## src/hw/rtl/mhpq_pkg.sv

```systemverilog
`timescale 1ns / 1ps
// ----------------------------------------------------------------------------
// mhpq_pkg
// Shared constants, types and helpers of the max-heap priority queue.
// ----------------------------------------------------------------------------
package mhpq_pkg;

   localparam int CAPACITY = 1023;
   localparam int KEY_W    = 31;
   localparam int OCC_W    = 10;
   localparam int CNT_W    = $clog2(CAPACITY + 1);
   localparam int LEVELS   = CNT_W;
   localparam int POS_W    = LEVELS - 1;
   localparam int ROW_W    = (POS_W > 1) ? POS_W - 1 : 1;
   localparam int LVL_W    = $clog2(LEVELS);
   localparam int IDX_W    = CNT_W + 1;

   typedef enum logic [0:0] {
      OP_INSERT = 1'b0,
      OP_DELETE = 1'b1
   } op_type;

   typedef enum logic [1:0] {
      ST_IDLE,
      ST_FETCH,
      ST_RUN
   } state_type;

   typedef logic [1:0][KEY_W-1:0] pair_type;

   // item travelling down the chain of levels
   typedef struct packed {
      logic             valid;
      op_type           op;
      logic [KEY_W-1:0] val;
      logic [POS_W-1:0] pos;
      logic [CNT_W-1:0] cnt;
      logic [LVL_W-1:0] depth;
   } tok_type;

   // write into the level above
   typedef struct packed {
      logic             valid;
      logic [POS_W-1:0] pos;
      logic [KEY_W-1:0] val;
   } bw_type;

   typedef struct packed {
      logic             valid;
      logic [LVL_W-1:0] level;
      logic [POS_W-1:0] pos;
   } fetch_type;

   typedef struct packed {
      logic             valid;
      logic [KEY_W-1:0] data;
   } fetch_rsp_type;

   function automatic logic [LVL_W-1:0] msb_index(input logic [CNT_W-1:0] v);
      logic [LVL_W-1:0] r;
      r = '0;
      for (int i = 0; i < CNT_W; i++) begin
         if (v[i]) begin
            r = LVL_W'(i);
         end
      end
      return r;
   endfunction

endpackage

```

## src/hw/rtl/mhpq_cell.sv

```systemverilog
`timescale 1ns / 1ps
// ----------------------------------------------------------------------------
// mhpq_cell
// One heap level: reads its row, compares, writes back and hands the item on.
// ----------------------------------------------------------------------------
module mhpq_cell (
   input  logic                          clock,
   input  logic                          reset,
   input  logic [mhpq_pkg::LVL_W-1:0]    level_id,
   input  mhpq_pkg::tok_type             tok_in,
   output mhpq_pkg::tok_type             tok_out,
   input  mhpq_pkg::bw_type              bw_in,
   output mhpq_pkg::bw_type              bw_out,
   input  mhpq_pkg::fetch_type           fetch_in,
   output mhpq_pkg::fetch_rsp_type       fetch_out,
   output logic                          done,
   output logic [mhpq_pkg::ROW_W-1:0]    ram_rd_addr,
   input  mhpq_pkg::pair_type            ram_rd_data,
   output logic [1:0]                    ram_wr_en,
   output logic [mhpq_pkg::ROW_W-1:0]    ram_wr_addr,
   output logic [mhpq_pkg::KEY_W-1:0]    ram_wr_data
);
   import mhpq_pkg::*;

   tok_type          tok_ff;
   logic             fhit_ff;
   logic             fhalf_ff;

   logic             is_last;
   logic [KEY_W-1:0] cur;
   logic             at_tgt;
   logic             swap;
   logic [LVL_W-1:0] bitsel;
   logic             nxt_bit;
   logic [IDX_W-1:0] base;
   logic [IDX_W-1:0] idx_l;
   logic [IDX_W-1:0] idx_r;
   logic             lv;
   logic             rv;
   logic             sel;
   logic [KEY_W-1:0] pv;
   logic             go;
   logic             own_we;
   logic             own_half;
   logic [ROW_W-1:0] own_row;
   logic [KEY_W-1:0] own_data;

   always_ff @(posedge clock) begin
      if (reset) begin
         tok_ff  <= '0;
         fhit_ff <= 1'b0;
      end else begin
         tok_ff  <= tok_in;
         fhit_ff <= fetch_in.valid && (fetch_in.level == level_id);
      end
      fhalf_ff <= fetch_in.pos[0];
   end

   always_comb begin
      if (tok_in.valid) begin
         ram_rd_addr = (tok_in.op == OP_INSERT) ? ROW_W'(tok_in.pos >> 1)
                                                : ROW_W'(tok_in.pos);
      end else begin
         ram_rd_addr = ROW_W'(fetch_in.pos >> 1);
      end
   end

   assign fetch_out.valid = fhit_ff;
   assign fetch_out.data  = fhit_ff ? (fhalf_ff ? ram_rd_data[1] : ram_rd_data[0]) : '0;

   assign is_last = (level_id == LVL_W'(LEVELS - 1));

   // insert path: walk toward the new slot, keep the larger key here
   assign cur     = tok_ff.pos[0] ? ram_rd_data[1] : ram_rd_data[0];
   assign at_tgt  = (tok_ff.depth == level_id);
   assign swap    = tok_ff.val > cur;
   assign bitsel  = tok_ff.depth - level_id - LVL_W'(1);
   assign nxt_bit = tok_ff.cnt[bitsel];

   // delete path: children of the hole sit in row pos of this level
   assign base  = (IDX_W'(1) << level_id) - IDX_W'(1);
   assign idx_l = base + IDX_W'({tok_ff.pos, 1'b0});
   assign idx_r = idx_l + IDX_W'(1);
   assign lv    = idx_l < IDX_W'(tok_ff.cnt);
   assign rv    = idx_r < IDX_W'(tok_ff.cnt);
   assign sel   = rv && (ram_rd_data[1] >= ram_rd_data[0]);
   assign pv    = sel ? ram_rd_data[1] : ram_rd_data[0];
   assign go    = lv && (tok_ff.val < pv);

   always_comb begin
      tok_out  = tok_ff;
      tok_out.valid = 1'b0;
      bw_out   = '0;
      done     = 1'b0;
      own_we   = 1'b0;
      own_half = tok_ff.pos[0];
      own_row  = ROW_W'(tok_ff.pos >> 1);
      own_data = tok_ff.val;
      if (tok_ff.valid) begin
         unique case (tok_ff.op)
            OP_INSERT: begin
               if (at_tgt) begin
                  own_we = 1'b1;
                  done   = 1'b1;
               end else begin
                  own_we        = swap;
                  tok_out.valid = 1'b1;
                  tok_out.val   = swap ? cur : tok_ff.val;
                  tok_out.pos   = POS_W'({tok_ff.pos, nxt_bit});
               end
            end
            OP_DELETE: begin
               bw_out.valid = 1'b1;
               bw_out.pos   = tok_ff.pos;
               bw_out.val   = go ? pv : tok_ff.val;
               if (!go) begin
                  done = 1'b1;
               end else if (is_last) begin
                  own_we   = 1'b1;
                  own_half = sel;
                  own_row  = ROW_W'(tok_ff.pos);
                  done     = 1'b1;
               end else begin
                  tok_out.valid = 1'b1;
                  tok_out.pos   = POS_W'({tok_ff.pos, sel});
               end
            end
            default: ;
         endcase
      end
   end

   // the level below writes back only after this level is done with the item
   always_comb begin
      if (bw_in.valid) begin
         ram_wr_en   = bw_in.pos[0] ? 2'b10 : 2'b01;
         ram_wr_addr = ROW_W'(bw_in.pos >> 1);
         ram_wr_data = bw_in.val;
      end else begin
         ram_wr_en   = own_we ? (own_half ? 2'b10 : 2'b01) : 2'b00;
         ram_wr_addr = own_row;
         ram_wr_data = own_data;
      end
   end

endmodule

```

## config.mk

```make
export PLATFORM = sky130hd
export DESIGN_NAME = mhpq_cell
export DESIGN_NICKNAME = d
export VERILOG_FILES = /design/src/hw/rtl/mhpq_pkg.sv /design/src/hw/rtl/mhpq_cell.sv
export SDC_FILE = /design/constraint.sdc
export NUM_CORES = 1
export LEC_CHECK = 0
export BUFFER_PORTS_ARGS = -buffer_cell sky130_fd_sc_hd__clkbuf_2
export CAP_MARGIN = 5
export CORE_MARGIN = 5
export CORE_UTILIZATION = 30
export DETAILED_ROUTE_END_ITERATION = 16
export PLACE_DENSITY_LB_ADDON = 0.25
export SYNTH_ARGS = -nofsm -noshare
export SYNTH_HDL_FRONTEND = slang
export SYNTH_SLANG_ARGS = --single-unit
```

## constraint.sdc

```tcl
create_clock -name clock -period 21.6 [get_ports clock]
set_input_delay 4.32 -clock clock [delete_from_list [all_inputs] [get_ports clock]]
set_output_delay 4.32 -clock clock [all_outputs]
set_load 0.005 [all_outputs]
```

Yosys cells after proc, flatten, opt, wreduce, memory -nomap -nowiden:

Cells that the tools add are included.

* input bits: 179
* output and inout bits: 179
* ROM bits: 0
* bits in writable memories: 0
* latch bits: 0
* register bits: 58
* word-level logic and storage cells: 73
* memories: 0

* magnitude comparators: 6
* multiply operators: 0
* divide/modulo/power cells: 0
* add/subtract/negate cells: 5
* mux-type cells: 46
* bitwise gates (word level): 1
* shift-type cells: 1
* eq/ne operators: 3
* reduce and logical (&&, ||, !) cells: 3

Operators by type and width (count)
* 31-bit two-way mux: 8
* 41-bit two-way mux: 2
* 40-bit two-way mux: 2
* 8-bit two-way mux: 7
* 31-bit >= comparator: 1
* 31-bit > comparator: 1
* 31-bit less-than comparator: 1
* 11-bit by 10-bit less-than comparator with 1-bit output: 2
* 9-bit two-way mux: 2
* 9-bit one-hot mux with 2 select lines: 1
* 1-bit two-way mux: 16
* 11-bit by 1-bit adder with 11-bit output (second input constant): 1
* 11-bit by 10-bit adder with 11-bit output: 1
* 1-bit by 4-bit << shifter with 11-bit output (first input constant): 1
* 11-bit by 2-bit subtractor with 11-bit output (second input constant): 1
* 4-bit == test: 2
* 2-bit two-way mux: 4
* 1-bit one-hot mux with 2 select lines: 3
* 4-bit by 5-bit less-than comparator with 1-bit output (second input constant): 1
* 1-bit binary-select mux with 4-bit select: 1
* 4-bit == test (second input constant): 1
* 4-bit by 1-bit subtractor with 4-bit output (second input constant): 1
* 4-bit subtractor: 1
* 1-bit logical AND: 3
* 1-bit inverter: 1

Logic depth before layout (Yosys ltp):

* word-level depth: 15
* gate-level depth with buffers: 35

Worst setup path before layout:

No wires, ideal clock.

* kind: input to output
* from: input port level_id[1] in the netlist's numbering
* to: output port bw_out[10] in the netlist's numbering
* setup slack: 6.570 ns
* arrival: 10.710 ns
* stages: 34
* buffers on the path: 4
* cell sequence: buf_2 -> inv_1 -> nor2_1 -> nand2_1 -> ha_1 -> inv_1 -> ha_1 -> a211oi_2 -> nor2_1 -> xor2_1 -> and3_1 -> nand3_1 -> nor3_1 -> xnor2_1 -> ha_1 -> and3_1 -> a221oi_1 -> o21ai_0 -> o21bai_1 -> nor2_4 -> buf_6 -> mux2i_1 -> ha_1 -> a21o_1 -> a21o_1 -> a211oi_1 -> nor3_1 -> o311ai_0 -> nand4_1 -> a21oi_1 -> buf_2 -> buf_2 -> nor2_1 -> a211oi_1

RTL lines
* start, declared: RTL line mhpq_cell.sv:9 `input logic [mhpq_pkg::LVL_W-1:0] level_id,`
* end, declared: RTL line mhpq_cell.sv:13 `output mhpq_pkg::bw_type bw_out,`

==> results by group <==
Route
  • Drt first pass iters: 5
  • Vias per cell: 4.845
  • DR top layer: met4
  • Per-cell routed wire length: 18.07 µm
  • Met2 routed WL: 15.49 mm
  • ANT nets after route: 0
  • Final WL: 31.89 mm
  • DR iter-0 viols: 424
  • DRC: 0
  • Met3 routed WL: 1.710 mm
  • WL met1: 14.02 mm
  • DR vias: 8,551

Place
  • Gp weighted congestion: 0.8633
  • Dpl cells: 1,749
  • Dpl cell area: 10,370 µm²
  • Post-DP HPWL: 26.39 mm
  • Port Buf Inserts: 357

GRT
  • First-pass GRT wire length: 48.46 mm
  • GRT Overall Usage: 19.59%
  • Initial antenna violation count: 0
  • Gr ovfl total: 0
  • Via count of the first global-routing pass: 8,619
  • Largest net degree at the start of global routing: 82

Setup path
  • Critical Path Sink Type: output pin
  • CP Data Required Time: 17.28 ns
  • Worst Setup Start Kind: input pin
  • Worst path depth: 34
  • Peak per-stage delay on the critical path: 0.56 ns
  • Top delay family on crit path: compound AO/OA/AOI/OAI gates
  • Slowest CP cell: nor2_4
  • CP Data Arrival Time: 13.06 ns
  • Critical path buffers and inverters: 6
  • Crit Path Max Fanout: 46
  • Crit path top cell by count: ha_1
  • Crit path from: level_id[1]
  • Crit Path Class: in -> out
  • CP endpoint: bw_out[0]

Synthesis
  • Synth warnings: 0
  • Post-Synthesis Net Count: 1,388
  • Yosys cell types: 68
  • Main area contributors after synthesis: ha_1 20%, mux2i_1 18%, dfxtp_1 14%
  • Post-synth EDFFs: 0
  • Top_reg_cell synth: dfxtp_1
  • Count leader, synth: mux2i_1
  • Simple-gate share of the synthesized area: 18.66%
  • Post-synthesis compound-gate area fraction: 16.75%
  • Commonest cells post-synth: 149 x mux2i_1, 132 x ha_1, 121 x inv_1, 95 x nor2b_1, 76 x nor2_1
  • Share of synthesized flip-flops with an asynchronous set or reset: 0%
  • Sequential area share after synthesis: 13.83%
  • Synth top area share: 19.67%
  • Synthesized flop and latch total: 58
  • Post-synthesis xor/xnor area fraction: 2.161%
  • Synth Area in Adders: 20.15%
  • Area leader, netlist: ha_1
  • Multiplexer share of the synthesized area: 18.57%
  • Area of the mapped netlist: 8397 µm²
  • Mapped Cells: 1,075
  • Largest family of logic cells by synthesized area: adder cells
  • Synth Area per Inst: 7.811 µm²

Run
  • # Max-Cap Violations: 0

Clock tree
  • CTS max path bufs: 2
  • Hold Buf Count CTS: 0
  • Cts repair resizes: 0
  • Sink Count: 58
  • CTS tree: done
  • Setup Buffers After CTS: 0
  • Clk slew on worst S/H paths: 0.06 ns
  • TritonCTS buffer count: 9
  • H-tree Lvls: 3
  • Root Driver: clkbuf_16

Timing
  • Final period utilization: 80.45%
  • Setup Viol. Count Final: 0
  • Final critical-path required period: 17.38 ns
  • Fin. Hold Viols: 0
  • Achievable Freq: 57.55 MHz
  • RSZ-0062 raised after global routing: no
  • Slew HR: 19.96%
  • Tightest Pin Transition: 1.199 ns
  • Setup TNS: 0 ns
  • Fin. max-slew vios: 0

Layout
  • Area Overhead vs Synth: 26.72%
  • Final nets: 1,695
  • Antenna diodes: 0
  • Final Cell Area: 10,640 µm²
  • Final Non-Filler Cells: 1,765
  • Post-layout util: 38.40%
  • Layout cells sized above 1: 28.91%

Floorplan
  • Top Ports: 358
  • Initial core utilization: 30.31%
  • Die H: 177.3 µm
  • Site Rows: 61
  • Die Span X: 177.3 µm
  • Core area: 27,710 µm²
  • Die Footprint: 31,440 µm²

Pwr
  • Pwr dens: 46.82 nW/µm²
  • VDD IR-drop max: 0.02799 mV
  • Leak pwr: 5.429 nW

Min path
  • Worst hold path class: in -> reg

Run status
  • Status: complete, no violations
worst min-delay path by stage:
| stage | from | to | slack (ns) | cells past startpoint |
|---|---|---|---|---|
| 5_1_grt | fetch_in[0] | fhalf_ff$_DFF_P_ | 4.08 | 1 |
| 4_1_cts | fetch_in[0] | fhalf_ff$_DFF_P_ | 4.07 | 1 |
| 6_report | fetch_in[0] | fhalf_ff$_DFF_P_ | 4.09 | 1 |
| 2_1_floorplan | fetch_in[0] | fhalf_ff$_DFF_P_ | 4.35 | 0 |
| 3_5_place_dp | fetch_in[0] | fhalf_ff$_DFF_P_ | 4.43 | 1 |
| 3_3_place_gp | fetch_in[0] | fhalf_ff$_DFF_P_ | 4.42 | 1 |
layout make-up:
type                       instances  area [µm²]
multi-input combinational        826        6426
clock inverter                     5       30.03
fill                            2975       17070
clock buffer                      11       242.7
tap                              378       473.0
sequential                        58        1164
inverter                         122       457.9
timing repair buffer             365        1847
through the flow:
step,hold slack (ns),power [mW],setup slack (ns)
floorplan,4.348,0.2811,6.570
detailed placement,4.432,0.3613,4.288
global placement,4.425,0.3586,4.379
global route,4.078,0.5398,3.523
CTS,4.070,0.5058,4.224
finish,4.086,0.4982,4.224
registers in the layout (all words and copies together) (netlist names):
register and flops:
tok_out 15, fhit_ff 1, own_data 31, fhalf_ff 1, tok_ff 10
routing by layer:
| metal | GRT usage [%] | vias up |
|---|---|---|
| met3 | 3.196 | 34 |
| met4 | 4.705 | 0 |
| li1 | - | 4368 |
| met1 | 24.57 | 3884 |
| met2 | 35.07 | 265 |
| met5 | 0 | - |
layout by cell type, fill, tap and decap left out, types with 42 or more instances in the layout:
cell type	instances
a21oi_1	42
clkbuf_2	357
dfxtp_1	56
ha_1	132
inv_1	121
mux2i_1	149
nand2_1	68
nor2_1	76
nor2b_1	94
o21ai_0	48
power breakdown:
part | total (mW) | switching [mW] | leakage, nW | internal, mW
sequential | 0.122 | 0.00956 | 0.484 | 0.113
combinational | 0.236 | 0.135 | 4.81 | 0.101
clock | 0.139 | 0.0590 | 0.131 | 0.0803
kinds of logic after synthesis:
| kind of cell | Yosys count |
|---|---|
| buffers and inverters | 191 |
| adder cells (fa/ha/maj) | 134 |
| flip-flops | 58 |
| multiplexers | 153 |
| AND/OR/NAND/NOR | 307 |
| AO/OA/AOI/OAI | 213 |
| XOR/XNOR | 19 |
No activity file was read; power rests on OpenSTA's default activity.
