<file path="config.mk">
export PLATFORM = sky130hd
export DESIGN_NAME = mhpq_ctrl
export DESIGN_NICKNAME = d
export VERILOG_FILES = /design/src/hw/rtl/mhpq_pkg.sv /design/src/hw/rtl/mhpq_ctrl.sv
export SDC_FILE = /design/constraint.sdc
export NUM_CORES = 1
export LEC_CHECK = 0
export ABC_AREA = 1
export BUFFER_PORTS_ARGS = -buffer_cell sky130_fd_sc_hd__buf_4
export CAP_MARGIN = 20
export CORE_ASPECT_RATIO = 2
export CORE_UTILIZATION = 35
export DETAILED_ROUTE_END_ITERATION = 10
export PLACE_DENSITY = 0.57
export REMOVE_ABC_BUFFERS = 1
export SETUP_SLACK_MARGIN = 0.15
export SLEW_MARGIN = 20
export SYNTH_ARGS = -nofsm -noshare
export SYNTH_HDL_FRONTEND = slang
export SYNTH_SLANG_ARGS = --single-unit
</file>
<file path="constraint.sdc">
create_clock -name clock -period 3.35 [get_ports clock]
set_input_delay 0.67 -clock clock [delete_from_list [all_inputs] [get_ports clock]]
set_output_delay 0.67 -clock clock [all_outputs]
set_load 0.005 [all_outputs]
</file>
<file path="src/hw/rtl/mhpq_pkg.sv">
`timescale 1ns / 1ps
// ----------------------------------------------------------------------------
// mhpq_pkg
// Shared constants, types and helpers of the max-heap priority queue.
// ----------------------------------------------------------------------------
package mhpq_pkg;

   localparam int CAPACITY = 1023;
   localparam int KEY_W    = 31;
   localparam int OCC_W    = 10;
   localparam int CNT_W    = $clog2(CAPACITY + 1);
   localparam int LEVELS   = CNT_W;
   localparam int POS_W    = LEVELS - 1;
   localparam int ROW_W    = (POS_W > 1) ? POS_W - 1 : 1;
   localparam int LVL_W    = $clog2(LEVELS);
   localparam int IDX_W    = CNT_W + 1;

   typedef enum logic [0:0] {
      OP_INSERT = 1'b0,
      OP_DELETE = 1'b1
   } op_type;

   typedef enum logic [1:0] {
      ST_IDLE,
      ST_FETCH,
      ST_RUN
   } state_type;

   typedef logic [1:0][KEY_W-1:0] pair_type;

   // item travelling down the chain of levels
   typedef struct packed {
      logic             valid;
      op_type           op;
      logic [KEY_W-1:0] val;
      logic [POS_W-1:0] pos;
      logic [CNT_W-1:0] cnt;
      logic [LVL_W-1:0] depth;
   } tok_type;

   // write into the level above
   typedef struct packed {
      logic             valid;
      logic [POS_W-1:0] pos;
      logic [KEY_W-1:0] val;
   } bw_type;

   typedef struct packed {
      logic             valid;
      logic [LVL_W-1:0] level;
      logic [POS_W-1:0] pos;
   } fetch_type;

   typedef struct packed {
      logic             valid;
      logic [KEY_W-1:0] data;
   } fetch_rsp_type;

   function automatic logic [LVL_W-1:0] msb_index(input logic [CNT_W-1:0] v);
      logic [LVL_W-1:0] r;
      r = '0;
      for (int i = 0; i < CNT_W; i++) begin
         if (v[i]) begin
            r = LVL_W'(i);
         end
      end
      return r;
   endfunction

endpackage

</file>
<file path="src/hw/rtl/mhpq_ctrl.sv">
`timescale 1ns / 1ps
// ----------------------------------------------------------------------------
// mhpq_ctrl
// Command sequencer: holds root and count, launches items into the level chain.
// ----------------------------------------------------------------------------
module mhpq_ctrl (
   input  logic                              clock,
   input  logic                              reset,
   input  logic                              start,
   output logic                              busy,
   input  logic                              req_kind,
   input  logic [mhpq_pkg::KEY_W-1:0]        req_key,
   output logic                              rsp_valid,
   output logic                              rsp_ok,
   output logic [mhpq_pkg::KEY_W-1:0]        rsp_removed_key,
   output logic [mhpq_pkg::OCC_W-1:0]        rsp_occupancy,
   output mhpq_pkg::tok_type                 tok_out,
   input  mhpq_pkg::bw_type                  bw_in,
   output mhpq_pkg::fetch_type               fetch_out,
   input  mhpq_pkg::fetch_rsp_type           fetch_rsp,
   input  logic                              done
);
   import mhpq_pkg::*;

   state_type        state_ff;
   state_type        state_in;
   logic [CNT_W-1:0] cnt_ff;
   logic [KEY_W-1:0] root_ff;
   tok_type          tok_ff;
   fetch_type        fetch_ff;
   logic             rsp_valid_ff;
   logic             rsp_ok_ff;
   logic [KEY_W-1:0] removed_ff;

   logic             accept;
   logic             is_del;
   logic [CNT_W-1:0] cnt_inc;
   logic [LVL_W-1:0] ins_depth;
   logic [LVL_W-1:0] del_depth;
   logic [CNT_W-1:0] del_pos;

   assign accept    = start && !busy;
   assign is_del    = (op_type'(req_kind) == OP_DELETE);
   assign cnt_inc   = cnt_ff + CNT_W'(1);
   assign ins_depth = msb_index(cnt_inc);
   assign del_depth = msb_index(cnt_ff);
   assign del_pos   = cnt_ff & ~(CNT_W'(1) << del_depth);

   always_comb begin
      state_in = state_ff;
      unique case (state_ff)
         ST_IDLE: begin
            if (accept) begin
               if (is_del && cnt_ff > CNT_W'(1)) begin
                  state_in = ST_FETCH;
               end else if (!is_del && cnt_ff != CNT_W'(0)
                            && cnt_ff != CNT_W'(CAPACITY)) begin
                  state_in = ST_RUN;
               end
            end
         end
         ST_FETCH: begin
            if (fetch_rsp.valid) begin
               state_in = ST_RUN;
            end
         end
         ST_RUN: begin
            if (done) begin
               state_in = ST_IDLE;
            end
         end
         default: state_in = ST_IDLE;
      endcase
   end

   always_comb begin
      busy = (state_ff != ST_IDLE);
   end

   always_ff @(posedge clock) begin
      if (reset) begin
         state_ff     <= ST_IDLE;
         cnt_ff       <= '0;
         tok_ff       <= '0;
         fetch_ff     <= '0;
         rsp_valid_ff <= 1'b0;
      end else begin
         state_ff       <= state_in;
         rsp_valid_ff   <= 1'b0;
         tok_ff.valid   <= 1'b0;
         fetch_ff.valid <= 1'b0;
         if (bw_in.valid) begin
            root_ff <= bw_in.val;
         end
         unique case (state_ff)
            ST_IDLE: begin
               if (accept) begin
                  removed_ff <= '0;
                  rsp_ok_ff  <= 1'b0;
                  if (is_del) begin
                     if (cnt_ff == CNT_W'(1)) begin
                        removed_ff   <= root_ff;
                        rsp_ok_ff    <= 1'b1;
                        cnt_ff       <= '0;
                        rsp_valid_ff <= 1'b1;
                     end else if (cnt_ff == CNT_W'(0)) begin
                        rsp_valid_ff <= 1'b1;
                     end else begin
                        removed_ff     <= root_ff;
                        cnt_ff         <= cnt_ff - CNT_W'(1);
                        fetch_ff.valid <= 1'b1;
                        fetch_ff.level <= del_depth;
                        fetch_ff.pos   <= POS_W'(del_pos);
                     end
                  end else begin
                     if (cnt_ff == CNT_W'(CAPACITY)) begin
                        rsp_valid_ff <= 1'b1;
                     end else if (cnt_ff == CNT_W'(0)) begin
                        root_ff      <= req_key;
                        cnt_ff       <= CNT_W'(1);
                        rsp_ok_ff    <= 1'b1;
                        rsp_valid_ff <= 1'b1;
                     end else begin
                        // keep the larger key at the root, carry the other down
                        if (req_key > root_ff) begin
                           root_ff    <= req_key;
                           tok_ff.val <= root_ff;
                        end else begin
                           tok_ff.val <= req_key;
                        end
                        tok_ff.valid <= 1'b1;
                        tok_ff.op    <= OP_INSERT;
                        tok_ff.pos   <= POS_W'(cnt_inc[ins_depth - LVL_W'(1)]);
                        tok_ff.cnt   <= cnt_inc;
                        tok_ff.depth <= ins_depth;
                        cnt_ff       <= cnt_inc;
                     end
                  end
               end
            end
            ST_FETCH: begin
               if (fetch_rsp.valid) begin
                  tok_ff.valid <= 1'b1;
                  tok_ff.op    <= OP_DELETE;
                  tok_ff.val   <= fetch_rsp.data;
                  tok_ff.pos   <= '0;
                  tok_ff.cnt   <= cnt_ff;
                  tok_ff.depth <= '0;
               end
            end
            ST_RUN: begin
               if (done) begin
                  rsp_ok_ff    <= 1'b1;
                  rsp_valid_ff <= 1'b1;
               end
            end
            default: ;
         endcase
      end
   end

   assign tok_out         = tok_ff;
   assign fetch_out       = fetch_ff;
   assign rsp_valid       = rsp_valid_ff;
   assign rsp_ok          = rsp_ok_ff;
   assign rsp_removed_key = removed_ff;
   assign rsp_occupancy   = OCC_W'(cnt_ff);

   a_done_in_run : assert property (@(posedge clock) disable iff (reset)
      done |-> state_ff == ST_RUN)
      else $error("level chain finished outside of run state");

   a_fetch_in_fetch : assert property (@(posedge clock) disable iff (reset)
      fetch_rsp.valid |-> state_ff == ST_FETCH)
      else $error("last-entry fetch returned outside of fetch state");

   a_refuse_keeps_count : assert property (@(posedge clock) disable iff (reset)
      (rsp_valid_ff && !rsp_ok_ff) |-> cnt_ff == $past(cnt_ff))
      else $error("refused item changed the count");

   a_count_bound : assert property (@(posedge clock) disable iff (reset)
      cnt_ff <= CNT_W'(CAPACITY))
      else $error("count above capacity");

endmodule

</file>
# Yosys cells after proc, flatten, opt, wreduce, memory -nomap -nowiden
# Index checks and enable logic that the tools add are counted.
[classes]
addsub = 3
n_lt_le_gt_ge = 3
n_eq_ne = 14
n_shift = 1
mux = 61
bitwise = 8
n_reduce_logical = 19
[ops]
columns = ["operator", "count"]
rows = [
  ["$mux W31", 10],
  ["$mux W56", 5],
  ["$pmux W56 S2", 1],
  ["$mux W4", 15],
  ["$mux W10", 5],
  ["$gt A31 B31 Y1", 1],
  ["$mux W1", 14],
  ["$mux W14", 1],
  ["$ne A2 B2 Y1 const B", 7],
  ["$mux W2", 6],
  ["$reduce_and A4 Y1", 3],
  ["$add A10 B1 Y10 const B", 1],
  ["$eq A10 B1 Y1 const B", 1],
  ["$eq A10 B10 Y1 const B", 1],
  ["$gt A10 B1 Y1 const B", 1],
  ["$logic_not A10 Y1", 1],
  ["$ne A10 B10 Y1 const B", 1],
  ["$reduce_bool A10 Y1", 1],
  ["$sub A10 B1 Y10 const B", 1],
  ["$and A9 B9 Y9", 1],
  ["$not A9 Y9", 1],
  ["$shl A1 B4 Y9 const A", 1],
  ["$ne A3 B3 Y1 const B", 2],
  ["$not A1 Y1", 6],
  ["15 further kinds", 22],
]
[totals]
ff_bits = 146
out_inout_bits = 114
word_cells = 124

# Longest topological paths before layout
[depth]
depth_word = 18
mapped_depth = 19

# Least setup slack after synthesis
# Ideal clock, no wire load.
[synth_timing]
kind = "input to register"
startpoint = "in reset"
endpoint = "reg removed_ff[0] (netlist: rsp_removed_key[0]) (enable)"
setup_ns = 0.419
arrival_time_ns = 2.429
setup_slack_ns = 0.502
path_stages = 3
path_buffers = 2
path_cell_list = "clkbuf_1 -> clkbuf_1 -> nor2_1"
[synth_via]
elab_chain_len = 2
[synth_rtl]
columns = ["element", "line_no", "source"]
rows = [
  ["start, declared", "mhpq_ctrl.sv:8", "input logic reset,"],
  ["$not A1 Y1 (no line)", "--", ""],
  ["$reduce_and A3 Y1 (no line)", "--", ""],
  ["end signal, assigned", "mhpq_ctrl.sv:102", "removed_ff <= root_ff;"],
  ["end signal, assigned", "mhpq_ctrl.sv:109", "removed_ff <= root_ff;"],
  ["end, declared", "mhpq_ctrl.sv:33", "logic [KEY_W-1:0] removed_ff;"],
]
# Every way passes these cells.
# A chain may end at the register's enable or synchronous reset.

# Worst setup path after layout
[layout_timing]
startpoint = "reg cnt_ff[0] (netlist: rsp_occupancy[0])"
endpoint = "reg tok_ff, in the netlist tok_out[35]"
[layout_via]
elab_chain_len = 3
word_cells_on_any_way = 5
cone_classes = "3 x eq/ne; 2 x reduce/logical"
[layout_rtl]
columns = ["element", "line_no", "source"]
rows = [
  ["start, declared", "mhpq_ctrl.sv:27", "logic [CNT_W-1:0] cnt_ff;"],
  ["start signal, assigned", "mhpq_ctrl.sv:110", "cnt_ff <= cnt_ff - CNT_W'(1);"],
  ["start signal, assigned", "mhpq_ctrl.sv:136", "cnt_ff <= cnt_inc;"],
  ["$eq A10 B10 Y1 or $logic_not A10 Y1 (tied branches)", "mhpq_ctrl.sv:116, mhpq_ctrl.sv:118", ""],
  ["$ne A2 B2 Y1 (no line)", "--", ""],
  ["$reduce_and A6 Y1 (no line) *", "--", ""],
  ["end, declared", "mhpq_ctrl.sv:29", "tok_type tok_ff;"],
]
# Mark *: on every way between the ends. The rest lies on a longest branch, timed or not.

==> run summary <==
Setup repair bufs after CTS = 0
Vias in the first global route = 7755
Max IR drop VDD = 0.282 mV
Area of the mapped netlist = 7930 um2
Total power = 0.00648 W
MaxCap Viol Count = 0
Synth cell count leaders = nand2_1, inv_1, a21oi_1
Synth cell types = 45
Crit path arrival time = 3.34 ns
Placed cell count = 1480
PortBufs = 205
DR vias = 7752
Number of nets in the layout = 1366
Relative slew margins = 56.9%
Pre-CTS WS = 0.207 ns
Final Skew = 0.00748 ns
Area share of the largest cell type after synthesis = 23.9%
Async S/R FF share, synth = 0%
CTS clk-pin slew, worst paths = 0.06 ns
Routed WL per cell = 18.0 um
Resized Gates After CTS = 0
Post-route insts no fill = 1515
Endpoints failing hold = 0
Tmin final = 2.99 ns
Sw Pwr = 0.00230 W
Sequential-to-total area share from yosys stat = 42.8%
Fmax = 335 MHz
Critical path depth = 13
Routed Antenna Nets = 0
Unrepaired setup endpoints after global routing = false
Finish-stage setup viols = 0
Core area = 22200 um2
H-tree depth = 4
CTS sink count = 138
Final slew viol count = 0
Reg power frac = 33.6%
Cell accounting for the most synthesized area = edfxtp_1
Syn_area_per_cell = 7.68 um2
First-pass GRT wire length = 41800 um
Largest net degree at the start of global routing = 63
Peak fanout along the critical path = 23
Post-synth EDFFs = 63
Worst Hold Depth = 2
Critical path's largest stage delay = 0.54 ns
Count leader, synth = nand2_1
Final core utilization = 46.8%
Final worst slack = 0.365 ns
Yosys Warn Count = 0
TNS Setup = 0 ns
Min-Delay Path Class = reg2reg
Crit-path slowest cell = dfxtp_1
CTS Buffer Depth = 2
Initial Util = 35.8%
Residual DRC count = 0
Worst R2R Path Depth = 13
Detailed placer's ending HPWL = 19700 um
Die W = 108 um
Status = completed
# rows = 77
Tcrit/Tclk final = 89.1%
Kind of end point of the critical path = register
Internal power = 0.00418 W
Synth Instances = 1033
Tot GR Track Use = 24.0%
Die H = 215 um
Ratio of cells with drive above 1 in the final layout = 25.6%
Crit Path Category = reg2reg
Initial antenna violation count = 3
Worst setup SP type = register
Gpl congestion = 0.935
Via density = 5.12
Top area cells in the synthesized netlist = edfxtp_1, dfxtp_1, nand2_1, a21oi_1, nand3_1
CTS buffer count = 17
Clock network power share = 31.0%
Hold Buf Count CTS = 0
Routed WL = 27300 um
CP required = 3.70 ns
CTS tree = yes
Worst slew pin tran = 0.646 ns
Post-synthesis sequential element count = 138
Die area = 23300 um2
Worst-skew pair later-pin latency = 0.42 ns
Overflow after GRT = 0
Leakage = 4.85 nW
CP Buf/Inv Count = 6
Ys flop type = dfxtp_1
Area Growth Syn to Fin = 30.8%
TritonRoute pass-1 iters = 5
Drt first-iter violations = 309
Worst-path cell chain = inv_1 -> ha_1 -> nand2_1 -> inv_1 -> nand2_2 -> inv_2 -> nor2_2 -> inv_2 -> nor2_4 -> buf_4 -> buf_4 -> nand3_1 -> a21oi_1
CTS root buf = clkbuf_16
IO Count = 223
Combinational Power Share = 35.4%
Net Sw Frac = 35.5%
Cell Pwr Density = 625 nW/um2
Delay-heaviest family, CP = buffers and inverters
[worst min-delay path, stage by stage, from the launching register on]
cell	delay, ns
dfxtp_1	0.31
nand2_1	0.06
a21oi_1	0.05
[registers in the layout, summed over array words and instances (netlist names)]
signal / count
fetch_out: 14
root_ff: 31
rsp_occupancy: 10
rsp_ok: 1
rsp_removed_key: 31
rsp_valid: 1
state_ff: 2
tok_out: 48
[cell families (layout without fill, tap and decap cells)]
family                     count (synthesis)  in the layout  synth area share (%)
buffers and inverters                    195            391                  10.7
xor gates and xnor gates                   6              6                 0.757
and+or+nand+nor                          406            406                  23.0
other                                      1             11                0.0473
DFF                                      138            138                  42.8
AOI/OAI and AO/OA                        253            253                  17.4
adders and majority gates                 34             34                  5.36
[per-layer routing]
metal / vias to the layer above / wire length, um / track usage (%)
met5: - / 0 / 0
met4: 0 / 1410 / 14.1
met3: 70 / 1270 / 3.82
met2: 232 / 15000 / 45.4
met1: 3620 / 9650 / 23.7
li1: 3830 / - / -
[power by group through the flow]
stage	registers, W	logic (W)	clock network, W
global route	0.00220	0.00256	0.00211
CTS	0.00218	0.00231	0.00205
floorplan	0.00223	0.00128	0
finish	0.00218	0.00229	0.00201
detailed placement	0.00221	0.00230	0
global placement	0.00221	0.00228	0
[final timing paths]
path,from,end,slack (ns)
setup / recovery,rsp_occupancy[0]$_SDFFE_PP0P_,tok_out[35]$_SDFFE_PP0P_,0.36
hold / removal,tok_out[3]$_SDFFE_PP0P_,tok_out[3]$_SDFFE_PP0P_,0.46
setup reg to reg,rsp_occupancy[0]$_SDFFE_PP0P_,tok_out[35]$_SDFFE_PP0P_,0.36
hold reg to reg,tok_out[3]$_SDFFE_PP0P_,tok_out[3]$_SDFFE_PP0P_,0.46
[cells in the final DEF, fill, tap and decap left out, types with 7 or more instances in the layout]
master / count
a21oi_1: 97
a22o_1: 7
a31oi_1: 10
buf_4: 228
clkbuf_16: 22
conb_1: 8
dfxtp_1: 75
edfxtp_1: 63
ha_1: 34
inv_1: 110
inv_2: 16
nand2_1: 209
nand2_2: 14
nand3_1: 90
nand4_1: 8
nor2_1: 56
nor2_4: 7
o21ai_0: 80
o21ai_1: 35
[layout make-up]
class	instances	area, um2
Multi-Input combinational cell	707	3730
Clock inverter	7	68.8
Sequential cell	138	3390
Clock buffer	25	572
Fill cell	2283	11800
Timing Repair Buffer	231	1770
Antenna cell	3	7.51
Inverter	128	483
Tap cell	276	345
[stage by stage]
| step | hold WS, ns | area [um2] |
|---|---|---|
| detailed placement | 0.457 | 9720 |
| floorplan | 0.451 | 7590 |
| global placement | 0.454 | 9720 |
| CTS | 0.464 | 10400 |
| global route | 0.487 | 10400 |
| finish | 0.463 | 10400 |
No activity file was read; power rests on OpenSTA's default activity.
