## config.mk

```make
export PLATFORM = sky130hd
export DESIGN_NAME = mhpq_ram
export DESIGN_NICKNAME = d
export VERILOG_FILES = /design/src/hw/rtl/mhpq_pkg.sv /design/src/hw/rtl/mhpq_ram.sv
export SDC_FILE = /design/constraint.sdc
export NUM_CORES = 1
export LEC_CHECK = 0
export BUFFER_PORTS_ARGS = -buffer_cell sky130_fd_sc_hd__buf_4
export CAP_MARGIN = 20
export CORE_UTILIZATION = 50
export DETAILED_ROUTE_END_ITERATION = 6
export GPL_ROUTABILITY_DRIVEN = 0
export MAX_ROUTING_LAYER = met4
export PLACE_DENSITY = 0.76
export SLEW_MARGIN = 10
export SYNTH_ARGS = -nofsm -noshare
export SYNTH_HDL_FRONTEND = slang
export SYNTH_SLANG_ARGS = --single-unit
```

## constraint.sdc

```tcl
create_clock -name clock -period 5.7 [get_ports clock]
set_input_delay 0.855 -clock clock [delete_from_list [all_inputs] [get_ports clock]]
set_output_delay 0.855 -clock clock [all_outputs]
set_load 0.02 [all_outputs]
```

## src/hw/rtl/mhpq_pkg.sv

```systemverilog
`timescale 1ns / 1ps
// ----------------------------------------------------------------------------
// mhpq_pkg
// Shared constants, types and helpers of the max-heap priority queue.
// ----------------------------------------------------------------------------
package mhpq_pkg;

   localparam int CAPACITY = 1023;
   localparam int KEY_W    = 31;
   localparam int OCC_W    = 10;
   localparam int CNT_W    = $clog2(CAPACITY + 1);
   localparam int LEVELS   = CNT_W;
   localparam int POS_W    = LEVELS - 1;
   localparam int ROW_W    = (POS_W > 1) ? POS_W - 1 : 1;
   localparam int LVL_W    = $clog2(LEVELS);
   localparam int IDX_W    = CNT_W + 1;

   typedef enum logic [0:0] {
      OP_INSERT = 1'b0,
      OP_DELETE = 1'b1
   } op_type;

   typedef enum logic [1:0] {
      ST_IDLE,
      ST_FETCH,
      ST_RUN
   } state_type;

   typedef logic [1:0][KEY_W-1:0] pair_type;

   // item travelling down the chain of levels
   typedef struct packed {
      logic             valid;
      op_type           op;
      logic [KEY_W-1:0] val;
      logic [POS_W-1:0] pos;
      logic [CNT_W-1:0] cnt;
      logic [LVL_W-1:0] depth;
   } tok_type;

   // write into the level above
   typedef struct packed {
      logic             valid;
      logic [POS_W-1:0] pos;
      logic [KEY_W-1:0] val;
   } bw_type;

   typedef struct packed {
      logic             valid;
      logic [LVL_W-1:0] level;
      logic [POS_W-1:0] pos;
   } fetch_type;

   typedef struct packed {
      logic             valid;
      logic [KEY_W-1:0] data;
   } fetch_rsp_type;

   function automatic logic [LVL_W-1:0] msb_index(input logic [CNT_W-1:0] v);
      logic [LVL_W-1:0] r;
      r = '0;
      for (int i = 0; i < CNT_W; i++) begin
         if (v[i]) begin
            r = LVL_W'(i);
         end
      end
      return r;
   endfunction

endpackage

```

## src/hw/rtl/mhpq_ram.sv

```systemverilog
`timescale 1ns / 1ps
// ----------------------------------------------------------------------------
// mhpq_ram
// Row memory of one heap level: two sibling keys per row, write per half.
// ----------------------------------------------------------------------------
module mhpq_ram #(
   parameter int AW = 1
) (
   input  logic                      clock,
   input  logic [AW-1:0]             rd_addr,
   output mhpq_pkg::pair_type        rd_data,
   input  logic [1:0]                wr_en,
   input  logic [AW-1:0]             wr_addr,
   input  logic [mhpq_pkg::KEY_W-1:0] wr_data
);
   import mhpq_pkg::*;

   pair_type mem [2**AW];
   pair_type rd_data_ff;

   always_ff @(posedge clock) begin
      if (wr_en[0]) begin
         mem[wr_addr][0] <= wr_data;
      end
      if (wr_en[1]) begin
         mem[wr_addr][1] <= wr_data;
      end
      rd_data_ff <= mem[rd_addr];
   end

   assign rd_data = rd_data_ff;

endmodule

```

Word-level counts from Yosys, hierarchy flattened. Memories as Yosys holds them, arrays and structs flattened. A register that Yosys moved wholly into a read port is not among the register bits. Cells that the tools add are included.

Mux-type cells: 4.

Operators with widths (count): 1-bit 2-to-1 mux (4).

Bits in writable memories: 124. Logic and storage cells: 5. Bits of input ports: 36. Memories kept: 1. Bits in registers: 0.

Memory list: mem (depth 2, bits a word 62, read ports 1, clocked after Yosys merged registers in 1, write ports 1, RTL line mhpq_ram.sv:18) `pair_type mem [2**AW];`.

Logic depth before layout (Yosys ltp). Gate-level depths: netlist of the first run.

Depth in word-level cells: 2. Depth in mapped cells: 3.

Worst setup path before layout of the first run. Ideal clock, no wire load.

Path kind: input to register. Start: input wr_addr. End: memory mem[0][0] in the netlist's numbering, enable pin. Required time: 5.277 ns. Stages on the path: 1. Setup slack: 3.014 ns. Arrival: 2.263 ns. Path through: nor2b_1.

RTL lines: start, declared (RTL line mhpq_ram.sv:13) `input logic [AW-1:0] wr_addr,`; end, declared (RTL line mhpq_ram.sv:18).

Straight into the memory's write port.

Final worst setup path of the first run.
Start: input wr_addr. End: memory mem[0][15] in the netlist's numbering, enable pin.

Straight into the memory's write port.

==> results of run 1 <==
synthesized netlist by cell type, drive strengths merged:
cell	count	area, um^2
buf	7	131.4
dfxtp	62	1241
edfxtp	124	3724
mux2	62	923.4
nor2b	2	12.51
and2	2	12.51
kinds of logic (layout without fill, tap and decap cells):
| logic type | count (synthesis) | after routing | synth area share |
|---|---|---|---|
| flops | 186 | 186 | 0.8214 |
| mux | 62 | 62 | 0.1528 |
| simple gates | 4 | 4 | 0.004139 |
| buf+inv | 7 | 129 | 0.02174 |
metrics by stage:
step	power (mW)	hold slack (ps)	instance area, um^2	util
4_1_cts	3.012	471.6	7433	0.6401
3_5_place_dp	1.851	458.9	6838	0.5888
5_1_grt	3.092	476.9	7433	0.6401
2_1_floorplan	1.745	447.7	6045	-
6_report	2.991	468.7	7433	0.6401
3_3_place_gp	1.841	452.7	6838	0.5888
worst min path at each step:
stage | slack [ps] | startpoint | cells after the start | endpoint
floorplan | 450 | mem[1][59] | 1 | rd_data[59]
global placement | 450 | mem[1][60] | 1 | rd_data[60]
detailed placement | 460 | mem[0][43] | 1 | rd_data[43]
CTS | 470 | mem[0][23] | 1 | rd_data[23]
global route | 480 | mem[1][40] | 1 | rd_data[40]
finish | 470 | mem[1][39] | 1 | rd_data[39]
metal layers:
layer  up-vias  track usage
met4         0      0.08267
met1      1230       0.1786
met2        84       0.2294
met3        12      0.06151
met5         -            -
li1       1191            -
final cells by class:
class,instances,area share
Clock inverter,10,0.01633
Clock buffer,22,0.06379
Timing Repair Buffer,97,0.09796
Sequential cell,186,0.6679
Multi-Input combinational cell,66,0.1299
Tap cell,143,0.02407
report_power, final:
group	total, mW	switching, mW	internal, mW
clock	1.17	0.457	0.717
combinational	0.242	0.117	0.125
sequential	1.58	0.0283	1.55
sequential cells by signal, summed over array words and instances, names as in the netlist:
signal / count
rd_data: 62
mem: 124
==> results.txt, run 1 <==
----------------------------------------------------
[Synth]
  Distinct cell type count after synthesis ... 8
  Count of state elements after synthesis ... approximately 190
  Synthesized cell area ... 6045 um^2
  Count of synthesis-stage warnings from yosys ... 0
  Cell count after synthesis ... ~260
  Sequential-to-total area share from yosys stat ... 0.8214
  Nets in the synthesized netlist ... 295
  Mapped Avg Cell Area ... 23.34 um^2

[Final layout]
  Commonest non-fill, non-tap cell in the layout ... sky130_fd_sc_hd__edfxtp_1
  Layout-stage area growth over the synthesis result ... 22.98%
  Multi-input gate area in the final layout ... 965.9 um^2
  Fraction of layout cells with a size suffix above 1 ... 0.4987
  Register cell area after layout ... 4965 um^2
  Number of nets in the layout ... 404
  # diodes ... 0
  Fillers ... between 800 and 900
  Highest-count cells in the layout ignoring fill and taps ... sky130_fd_sc_hd__edfxtp_1 (124), sky130_fd_sc_hd__buf_4 (97), sky130_fd_sc_hd__dfxtp_1 (62), sky130_fd_sc_hd__mux2_4 (60), sky130_fd_sc_hd__clkbuf_16 (17)
  Number of cells in the finished layout apart from fillers ... 524

[Route]
  Pre-Repair DR Iteration Count ... 6
  # DRC ... 5
  Number of DRC markers in iteration 0 ... just under 90
  Number of vias per cell after detailed routing ... roughly 4.8
  Routed vias ... 2,517
  Wire length on met3 ... 598 um
  Highest signal layer in the routed design ... met4
  Total wire length ... 8.531 mm
  Length of routed met2 wiring ... 4.193 mm
  Remaining antenna violation count after routing ... 0
  Metal1 wirelength ... 3.579 mm
  Routed wire per std cell ... 16.28 um

[Power]
  Power per standard cell area ... 402.4 nW/um^2
  LEAKAGE ... 2.971 nW
  IR Drop Worst-Case VDD ... about 0.21 mV

[Setup path]
  Logic depth of the worst setup path including buffers ... 2
  End of the worst register-to-register path ... rd_data[58]
  Crit Path Category ... input pin to register
  Critical path peak fanout ... 31
  Ordered list of cells on the worst path ... buf_4 -> nor2b_4
  Biggest cell delay along the critical path ... 820 ps
  Setup slack of the most critical reg-to-reg path ... 4930 ps
  Capture point of the critical path ... mem[0][15]
  Crit path max-delay cell type ... sky130_fd_sc_hd__nor2b_4
  Buffers and inverters on the worst path ... 1
  Startpoint of the most critical setup path ... wr_addr
  Worst setup EP type ... register
  Startpoint types ... input pin
  Worst r2r path cells ... 1
  Worst path top cell family by delay ... simple AND/OR/NAND/NOR gates
  Worst EP arrival ... 1830 ps
  Required time at the worst-slack endpoint ... 5740 ps
  RR Startpoint ... mem[1][58]

[Floorplanning]
  Std-Cell Rows ... 39
  Full die area ... roughly 13,000 um^2
  DIE HEIGHT ... 112.0 um
  Initial Util ... 0.5205
  Floorplan die width ... 112.0 um
  Boundary Pins ... 98
  Std-Cell Core Area ... ~12,000 um^2

[Timing]
  Endpoints failing setup ... 0
  Setup total negative slack ... 0 ps
  RSZ-0062 raised after global routing ... false
  Final setup skew ... 4.915 ps
  Least setup slack across all paths after layout ... approximately 4000 ps
  Fin. max-slew vios ... 0
  F_max ... around 560 MHz
  Final critical delay including setup and external delays ... 1789 ps
  Rel. slew slack ... 0.2706
  Final critical-path share of the clock period ... 0.3139
  Transition time of the tightest slew-check pin ... about 1100 ps
  Number of hold violations in the final report ... 0

[Global route]
  Number of antenna violations at the first check in global routing ... 0
  Overall global routing resource usage ... 0.1537
  Via count of the first global-routing pass ... 2,565
  Largest net degree at the start of global routing ... 63
  Overflow left after global routing ... 0
  Wire length of the first global-routing pass ... 13.15 mm

[Placed design]
  Total of buffers placed on input and output ports ... 97
  Post-Place Worst Slack ... 3440 ps
  Post-detailed-placement half-perimeter wirelength ... 4.840 mm
  Cell count after placement ... 492

[CTS]
  Total clock buffers created by CTS ... 17
  TritonCTS clock tree ... yes
  Clk sink count ... ~190
  Clock-pin slew on the worst setup and hold paths ... around 60 ps
  Post-CTS Resized ... 0
  Post-CTS setup-driven buffer insertion count ... 0
  CTS Root Buffer Type ... sky130_fd_sc_hd__clkbuf_16
  H-tree levels ... 4
  Hold bufs inserted after CTS ... 0
  Max Buffers Root-to-Sink ... 2
  Clock latency on the worst-skew pair ... 430 ps

[Flow run]
  Total of max-cap violations ... 0

[Min path]
  Worst Hold Class ... register to register

[Outcome]
  Violations in the final reports ... design-rule violations
  Run status ... finished, violations left

----------------------------------------------------
Note: power is estimated with default switching activity, not from simulation.
==> inputs of run 2 (changes only) <==
Clock period 5.7 ns to 1.7 ns, I/O delays scaled along.
==> run 2 against run 1 <==
  * Core utilization grew 0.55 points
  * Via count shrank 0.91%
  * Hold slack lost 420 ps
  * The flow still finishes with violations (design-rule violations)
  * Critical path type is now register to primary output
  * Sequential power grew to 3.3 times the previous value
  * Highest routed layer unchanged
  * Non-clock buffer count grew 6
  * First-iteration DRC count grew 37%
  * Worst setup slack lost 3400 ps
  * Die area is the same
  * Flip-flop and latch count is the same
==> results.txt, run 2 (synthesis gave the netlist of run 1 again) <==
----------------------------------------------------
[Outcome]
  Run status ... finished, violations left
  Violations in the final reports ... design-rule violations

[Global route]
  Via count of the first global-routing pass ... 2,561 (-0.16%)
  Overall global routing resource usage ... 0.1511 (-0.002630)
  Number of antenna violations at the first check in global routing ... 0 (unchanged)
  Wire length of the first global-routing pass ... 13.14 mm (about the same)
  Largest net degree at the start of global routing ... 43 (-32%)
  Overflow left after global routing ... 0 (unchanged)

[Floorplanning]
  Initial Util ... 0.5205 (unchanged)
  Std-Cell Core Area ... 11,610 um^2 (unchanged)
  Boundary Pins ... 98 (unchanged)
  Full die area ... 12,530 um^2 (unchanged)
  DIE HEIGHT ... 112.0 um (unchanged)
  Std-Cell Rows ... 39 (unchanged)
  Floorplan die width ... 112.0 um (unchanged)

[Setup path]
  Worst EP arrival ... 920 ps (-910 ps)
  Ordered list of cells on the worst path ... buf_4
  Worst path top cell family by delay ... flip-flops
  Buffers and inverters on the worst path ... 1 (unchanged)
  Biggest cell delay along the critical path ... 360 ps (-460 ps)
  Critical path peak fanout ... 1 (-97%)
  Required time at the worst-slack endpoint ... 1440 ps (-4300 ps)
  Crit Path Category ... register to primary output
  Worst setup EP type ... primary output
  Crit path max-delay cell type ... sky130_fd_sc_hd__dfxtp_1
  Startpoint types ... register

[Timing]
  Final critical delay including setup and external delays ... around 1200 ps
  F_max ... around 850 MHz
  Least setup slack across all paths after layout ... 527.2 ps (-3384 ps)
  Transition time of the tightest slew-check pin ... 366.8 ps (-727.3 ps)
  Final critical-path share of the clock period ... 0.6899
  Number of hold violations in the final report ... 0 (unchanged)
  Rel. slew slack ... 0.7555 (+0.4849)
  Final setup skew ... 5.787 ps (+0.8721 ps)
  Setup total negative slack ... 0 ps (unchanged)
  Endpoints failing setup ... 0 (unchanged)
  RSZ-0062 raised after global routing ... false
  Fin. max-slew vios ... 0 (unchanged)

[Placed design]
  Post-detailed-placement half-perimeter wirelength ... 5.152 mm (+6.5%)
  Total of buffers placed on input and output ports ... 97 (unchanged)
  Post-Place Worst Slack ... 525.9 ps (-2914 ps)

[Power]
  Overall power consumption ... 9.665 mW (+220%)
  IR Drop Worst-Case VDD ... 0.5855 mV (+180%)
  Power per standard cell area ... 1289 nW/um^2 (+220%)
  LEAKAGE ... 3.000 nW (+0.97%)

[Final layout]
  Highest-count cells in the layout ignoring fill and taps ... sky130_fd_sc_hd__edfxtp_1 (124), sky130_fd_sc_hd__buf_4 (98), sky130_fd_sc_hd__dfxtp_1 (62), sky130_fd_sc_hd__mux2_4 (60), sky130_fd_sc_hd__clkbuf_16 (18)
  Number of nets in the layout ... 410 (+1.5%)
  Fillers ... 781 (-3.1%)
  Top reg by flops ... mem
  Layout-stage area growth over the synthesis result ... 24.03%
  Commonest non-fill, non-tap cell in the layout ... sky130_fd_sc_hd__edfxtp_1
  Flip-flop count of the largest register, all copies and words added ... 124 (unchanged)
  # diodes ... 0 (unchanged)
  Fraction of layout cells with a size suffix above 1 ... 0.5142 (+0.01552)
  Multi-input gate area in the final layout ... 965.9 um^2 (unchanged)
  Register cell area after layout ... 4965 um^2 (unchanged)

[CTS]
  Total clock buffers created by CTS ... 17 (unchanged)
  TritonCTS clock tree ... yes
  Clock latency on the worst-skew pair ... 410 ps (-20 ps)
  Post-CTS Resized ... 0 (unchanged)
  H-tree levels ... 4 (unchanged)
  Post-CTS setup-driven buffer insertion count ... 0 (unchanged)
  Hold bufs inserted after CTS ... 0 (unchanged)
  CTS Root Buffer Type ... sky130_fd_sc_hd__clkbuf_16
  Max Buffers Root-to-Sink ... 2 (unchanged)
  Clk sink count ... 186 (unchanged)
  Clock-pin slew on the worst setup and hold paths ... 60 ps (about the same)

[Route]
  # DRC ... 7 (+2)
  Length of routed met2 wiring ... 4.447 mm (+6.1%)
  Remaining antenna violation count after routing ... 0 (unchanged)
  Number of vias per cell after detailed routing ... 4.706 (-2.0%)
  Highest signal layer in the routed design ... met4
  Routed wire per std cell ... 16.15 um (-0.83%)
  Routed vias ... 2,494 (-0.91%)
  Total wire length ... 8.557 mm (+0.30%)
  Metal1 wirelength ... 3.499 mm (-2.2%)
  Pre-Repair DR Iteration Count ... 6 (unchanged)
  Number of DRC markers in iteration 0 ... 122 (+37%)
  Wire length on met3 ... 434 um (-27%)

[Min path]
  Worst Hold Class ... input pin to register

[Flow run]
  Total of max-cap violations ... 0 (unchanged)

----------------------------------------------------
## run 2: final timing paths
check | from | to | slack [ps] | cells past startpoint
worst max-delay path | rd_data[27] | rd_data[27] | 530 | 1
worst min-delay path | wr_data[5] | mem[0][36] | 50 | 1
worst max register to register | mem[1][44] | rd_data[44] | 930 | 1
worst min register to register | mem[1][42] | rd_data[42] | 470 | 1
## run 2: where the power goes
group	switching, mW	internal, mW
sequential	0.101	5.19
combinational	0.398	0.438
clock	1.51	2.03
## run 2: metrics by stage
| stage | hold slack, ps | cells | cell area (um^2) | utilization |
|---|---|---|---|---|
| 6_report | 47.50 | 530 | 7497 | 0.6456 |
| 5_1_grt | 28.62 | 530 | 7497 | 0.6456 |
| 4_1_cts | 29.43 | 530 | 7497 | 0.6456 |
| 3_5_place_dp | 458.0 | 498 | 6945 | 0.5980 |
| 3_3_place_gp | 450.1 | 498 | 6945 | 0.5980 |
| 2_1_floorplan | 353.9 | 259 | 6050 | - |
## run 2: final cells by class
| type | count | area share |
|---|---|---|
| clock inverter | 10 | 0.008845 |
| multi-input combinational | 66 | 0.1288 |
| sequential | 186 | 0.6622 |
| clock buffer | 22 | 0.06475 |
| timing repair buffer | 103 | 0.1115 |
| tap | 143 | 0.02387 |
## run 2: metal layers
metal	track usage	vias to the layer above
li1	-	1203
met1	0.1688	1219
met2	0.2443	61
met3	0.04355	11
met4	0.08444	0
met5	-	-
==> inputs of run 3 (changes only) <==
Settings changed: PLACE_DENSITY 0.76 to 0.79.
Clock period 1.7 ns to 0.9 ns, I/O delays scaled along.
==> run 3 against run 2 <==
  * The flow finishes with violations (design-rule violations, negative setup slack)
  * Clock power rose by 98%
  * Hold slack better by 150 ps
  * Critical path depth stayed put
  * Non-clock buffer count rose by 42
  * Sequential share of layout area fell by 5.1 points
  * Power up 97%
  * Via count rose by 9.7%
  * Final cell count is 7.9% higher
  * Core utilization grew 6.5 points
  * Global-route usage grew 2.5 points
  * Flip-flop and latch count did not move
  * Critical path type unchanged
  * Largest cell class unchanged
  * Highest routed layer unchanged
==> results.txt, run 3 (synthesis gave the netlist of run 1 again) <==
----------------------------------------------------
[Timing]
  Fin. max-slew vios ... 0 (unchanged)
  Endpoints failing setup ... 62 (+62)
  Rel. slew slack ... 0.8766 (+0.1211)
  Final critical delay including setup and external delays ... 1010 ps
  Transition time of the tightest slew-check pin ... 185.1 ps (-181.7 ps)
  F_max ... a little under 1000 MHz
  Setup total negative slack ... -5590 ps (-5590 ps)
  Number of hold violations in the final report ... 0 (unchanged)
  RSZ-0062 raised after global routing ... true
  Final setup skew ... 4.368 ps (-1.419 ps)
  Final critical-path share of the clock period ... 1.122
  Worst Hold Margin ... 201.7 ps (+154.2 ps)
  Least setup slack across all paths after layout ... -110.2 ps (-637.4 ps)

[Route]
  Number of DRC markers in iteration 0 ... 97 (-20%)
  Metal1 wirelength ... 3.815 mm (+9.0%)
  # DRC ... 6 (-1)
  Highest signal layer in the routed design ... met4
  Length of routed met2 wiring ... 5.447 mm (+22%)
  Remaining antenna violation count after routing ... 0 (unchanged)
  Wire length on met3 ... 322 um (-26%)
  Routed wire per std cell ... 17.21 um (+6.6%)
  Pre-Repair DR Iteration Count ... 6 (unchanged)
  Routed vias ... 2,735 (+9.7%)
  Number of vias per cell after detailed routing ... 4.781 (+1.6%)
  Total wire length ... 9.842 mm (+15%)

[Setup path]
  Startpoint of the most critical setup path ... rd_data[2]
  Worst r2r path cells ... 1 (unchanged)
  Startpoint types ... register
  Logic depth of the worst setup path including buffers ... 1 (unchanged)
  Worst setup EP type ... primary output
  Crit Path Category ... register to primary output
  Worst path top cell family by delay ... flip-flops
  Biggest cell delay along the critical path ... 340 ps (-20 ps)
  Required time at the worst-slack endpoint ... 760 ps (-680 ps)
  Ordered list of cells on the worst path ... buf_6
  Setup slack of the most critical reg-to-reg path ... 120 ps (-810 ps)
  RR Startpoint ... mem[0][34]
  Worst EP arrival ... 880 ps (-40 ps)
  Critical path peak fanout ... 1 (unchanged)
  Buffers and inverters on the worst path ... 1 (unchanged)
  Crit path max-delay cell type ... sky130_fd_sc_hd__dfxtp_2
  Capture point of the critical path ... rd_data[2]
  End of the worst register-to-register path ... rd_data[34]

[CTS]
  TritonCTS clock tree ... yes
  CTS Root Buffer Type ... sky130_fd_sc_hd__clkbuf_16
  H-tree levels ... 4 (unchanged)
  Max Buffers Root-to-Sink ... 2 (unchanged)
  Clk sink count ... 186 (unchanged)
  Total clock buffers created by CTS ... 17 (unchanged)
  Post-CTS setup-driven buffer insertion count ... 0 (unchanged)
  Clock latency on the worst-skew pair ... 420 ps (about the same)
  Clock-pin slew on the worst setup and hold paths ... 60 ps (about the same)

[Floorplanning]
  Full die area ... 12,530 um^2 (unchanged)
  Std-Cell Rows ... 39 (unchanged)
  Floorplan die width ... 112.0 um (unchanged)
  Std-Cell Core Area ... 11,610 um^2 (unchanged)
  Initial Util ... 0.5205 (unchanged)
  DIE HEIGHT ... 112.0 um (unchanged)
  Boundary Pins ... 98 (unchanged)

[Global route]
  Number of antenna violations at the first check in global routing ... 0 (unchanged)
  Via count of the first global-routing pass ... 2,962 (+16%)
  Wire length of the first global-routing pass ... 15.35 mm (+17%)
  Largest net degree at the start of global routing ... 24 (-44%)
  Overflow left after global routing ... 0 (unchanged)
  Overall global routing resource usage ... 0.1759 (+0.02481)

[Final layout]
  Commonest non-fill, non-tap cell in the layout ... sky130_fd_sc_hd__edfxtp_1
  Number of nets in the layout ... 452 (+10%)
  Highest-count cells in the layout ignoring fill and taps ... sky130_fd_sc_hd__edfxtp_1 (124), sky130_fd_sc_hd__buf_6 (62), sky130_fd_sc_hd__dfxtp_2 (62), sky130_fd_sc_hd__mux2_4 (60), sky130_fd_sc_hd__buf_4 (44)
  Post-route cell area ... 8252 um^2 (+10%)
  Fraction of layout cells with a size suffix above 1 ... 0.6270 (+0.1128)
  Register cell area after layout ... 5042 um^2 (+1.6%)
  Flip-flop count of the largest register, all copies and words added ... 124 (unchanged)
  Post-layout util ... 0.7105 (+0.06496)
  Fillers ... 696 (-11%)
  Layout-stage area growth over the synthesis result ... 36.51%
  # diodes ... 0 (unchanged)
  Multi-input gate area in the final layout ... 968.4 um^2 (+0.26%)
  Top reg by flops ... mem

[Placed design]
  Total cell area at the placement stage ... 7068 um^2 (+1.8%)
  Total of buffers placed on input and output ports ... 97 (unchanged)
  Post-detailed-placement half-perimeter wirelength ... 6.089 mm (+18%)

[Power]
  LEAKAGE ... 3.256 nW (+8.6%)
  Overall power consumption ... 19.03 mW (+97%)
  IR Drop Worst-Case VDD ... 1.253 mV (+110%)
  Power per standard cell area ... 2306 nW/um^2 (+79%)

[Min path]
  Worst Hold Class ... input pin to register

[Outcome]
  Violations in the final reports ... design-rule violations, negative setup slack
  Run status ... finished, violations left

[Flow run]
  Total of max-cap violations ... 0 (unchanged)

----------------------------------------------------
==> run 3: cell count changes in the layout (fill, tap and decap cells not counted), moves of 3 or more <==
cell and change:
sky130_fd_sc_hd__buf_12 +3, sky130_fd_sc_hd__dlygate4sd3_1 +31, sky130_fd_sc_hd__clkinvlp_4 +5, sky130_fd_sc_hd__dfxtp_2 +62
sky130_fd_sc_hd__dfxtp_1 -62, sky130_fd_sc_hd__clkinv_2 -3, sky130_fd_sc_hd__buf_6 +62, sky130_fd_sc_hd__buf_4 -54
==> run 3: report_power, final <==
part           internal, mW  switching [mW]
Sequential             9.85           0.241
Clock                  4.06            2.94
Combinational          1.12           0.813
Total                  15.0            4.00
==> run 3: how the worst min path moves through the flow <==
| stage | to | depth (start not counted) | slack (ps) | from |
|---|---|---|---|---|
| after floorplan | mem[0][0] | 0 | 230 | wr_data[0] |
| after global placement | mem[0][35] | 1 | 330 | wr_data[4] |
| after detailed placement | mem[1][24] | 1 | 340 | wr_data[24] |
| after CTS | mem[0][25] | 3 | 180 | wr_addr |
| after global routing | mem[0][20] | 3 | 190 | wr_addr |
| final | mem[0][20] | 3 | 200 | wr_addr |
==> run 3: cell type report <==
type | instances | area share
sequential | 186 | 0.6111
clock buffer | 20 | 0.05292
tap | 143 | 0.02168
timing repair buffer | 145 | 0.1817
multi-input combinational | 66 | 0.1174
clock inverter | 12 | 0.01531
==> run 3: layer usage <==
| metal | track usage | up-vias |
|---|---|---|
| li1 | - | 1290 |
| met1 | 0.1799 | 1354 |
| met2 | 0.3097 | 75 |
| met3 | 0.04246 | 16 |
| met4 | 0.09689 | 0 |
| met5 | - | - |
==> run 3: timing repair <==
| item | in CTS | in global routing |
|---|---|---|
| resized for setup | 122 | 2 |
| pin swaps | 0 | 0 |
| endpoints found under the setup margin | 62 | 62 |
| hold buffers | 31 | 0 |
| endpoints found under the hold margin | 124 | 0 |
==> run 3: stage by stage <==
step,std cells,setup slack [ps]
after floorplan,259,-145.9
after global placement,509,-38.60
after detailed placement,509,-83.50
after CTS,572,-132.0
after global routing,572,-140.5
final,572,-110.2
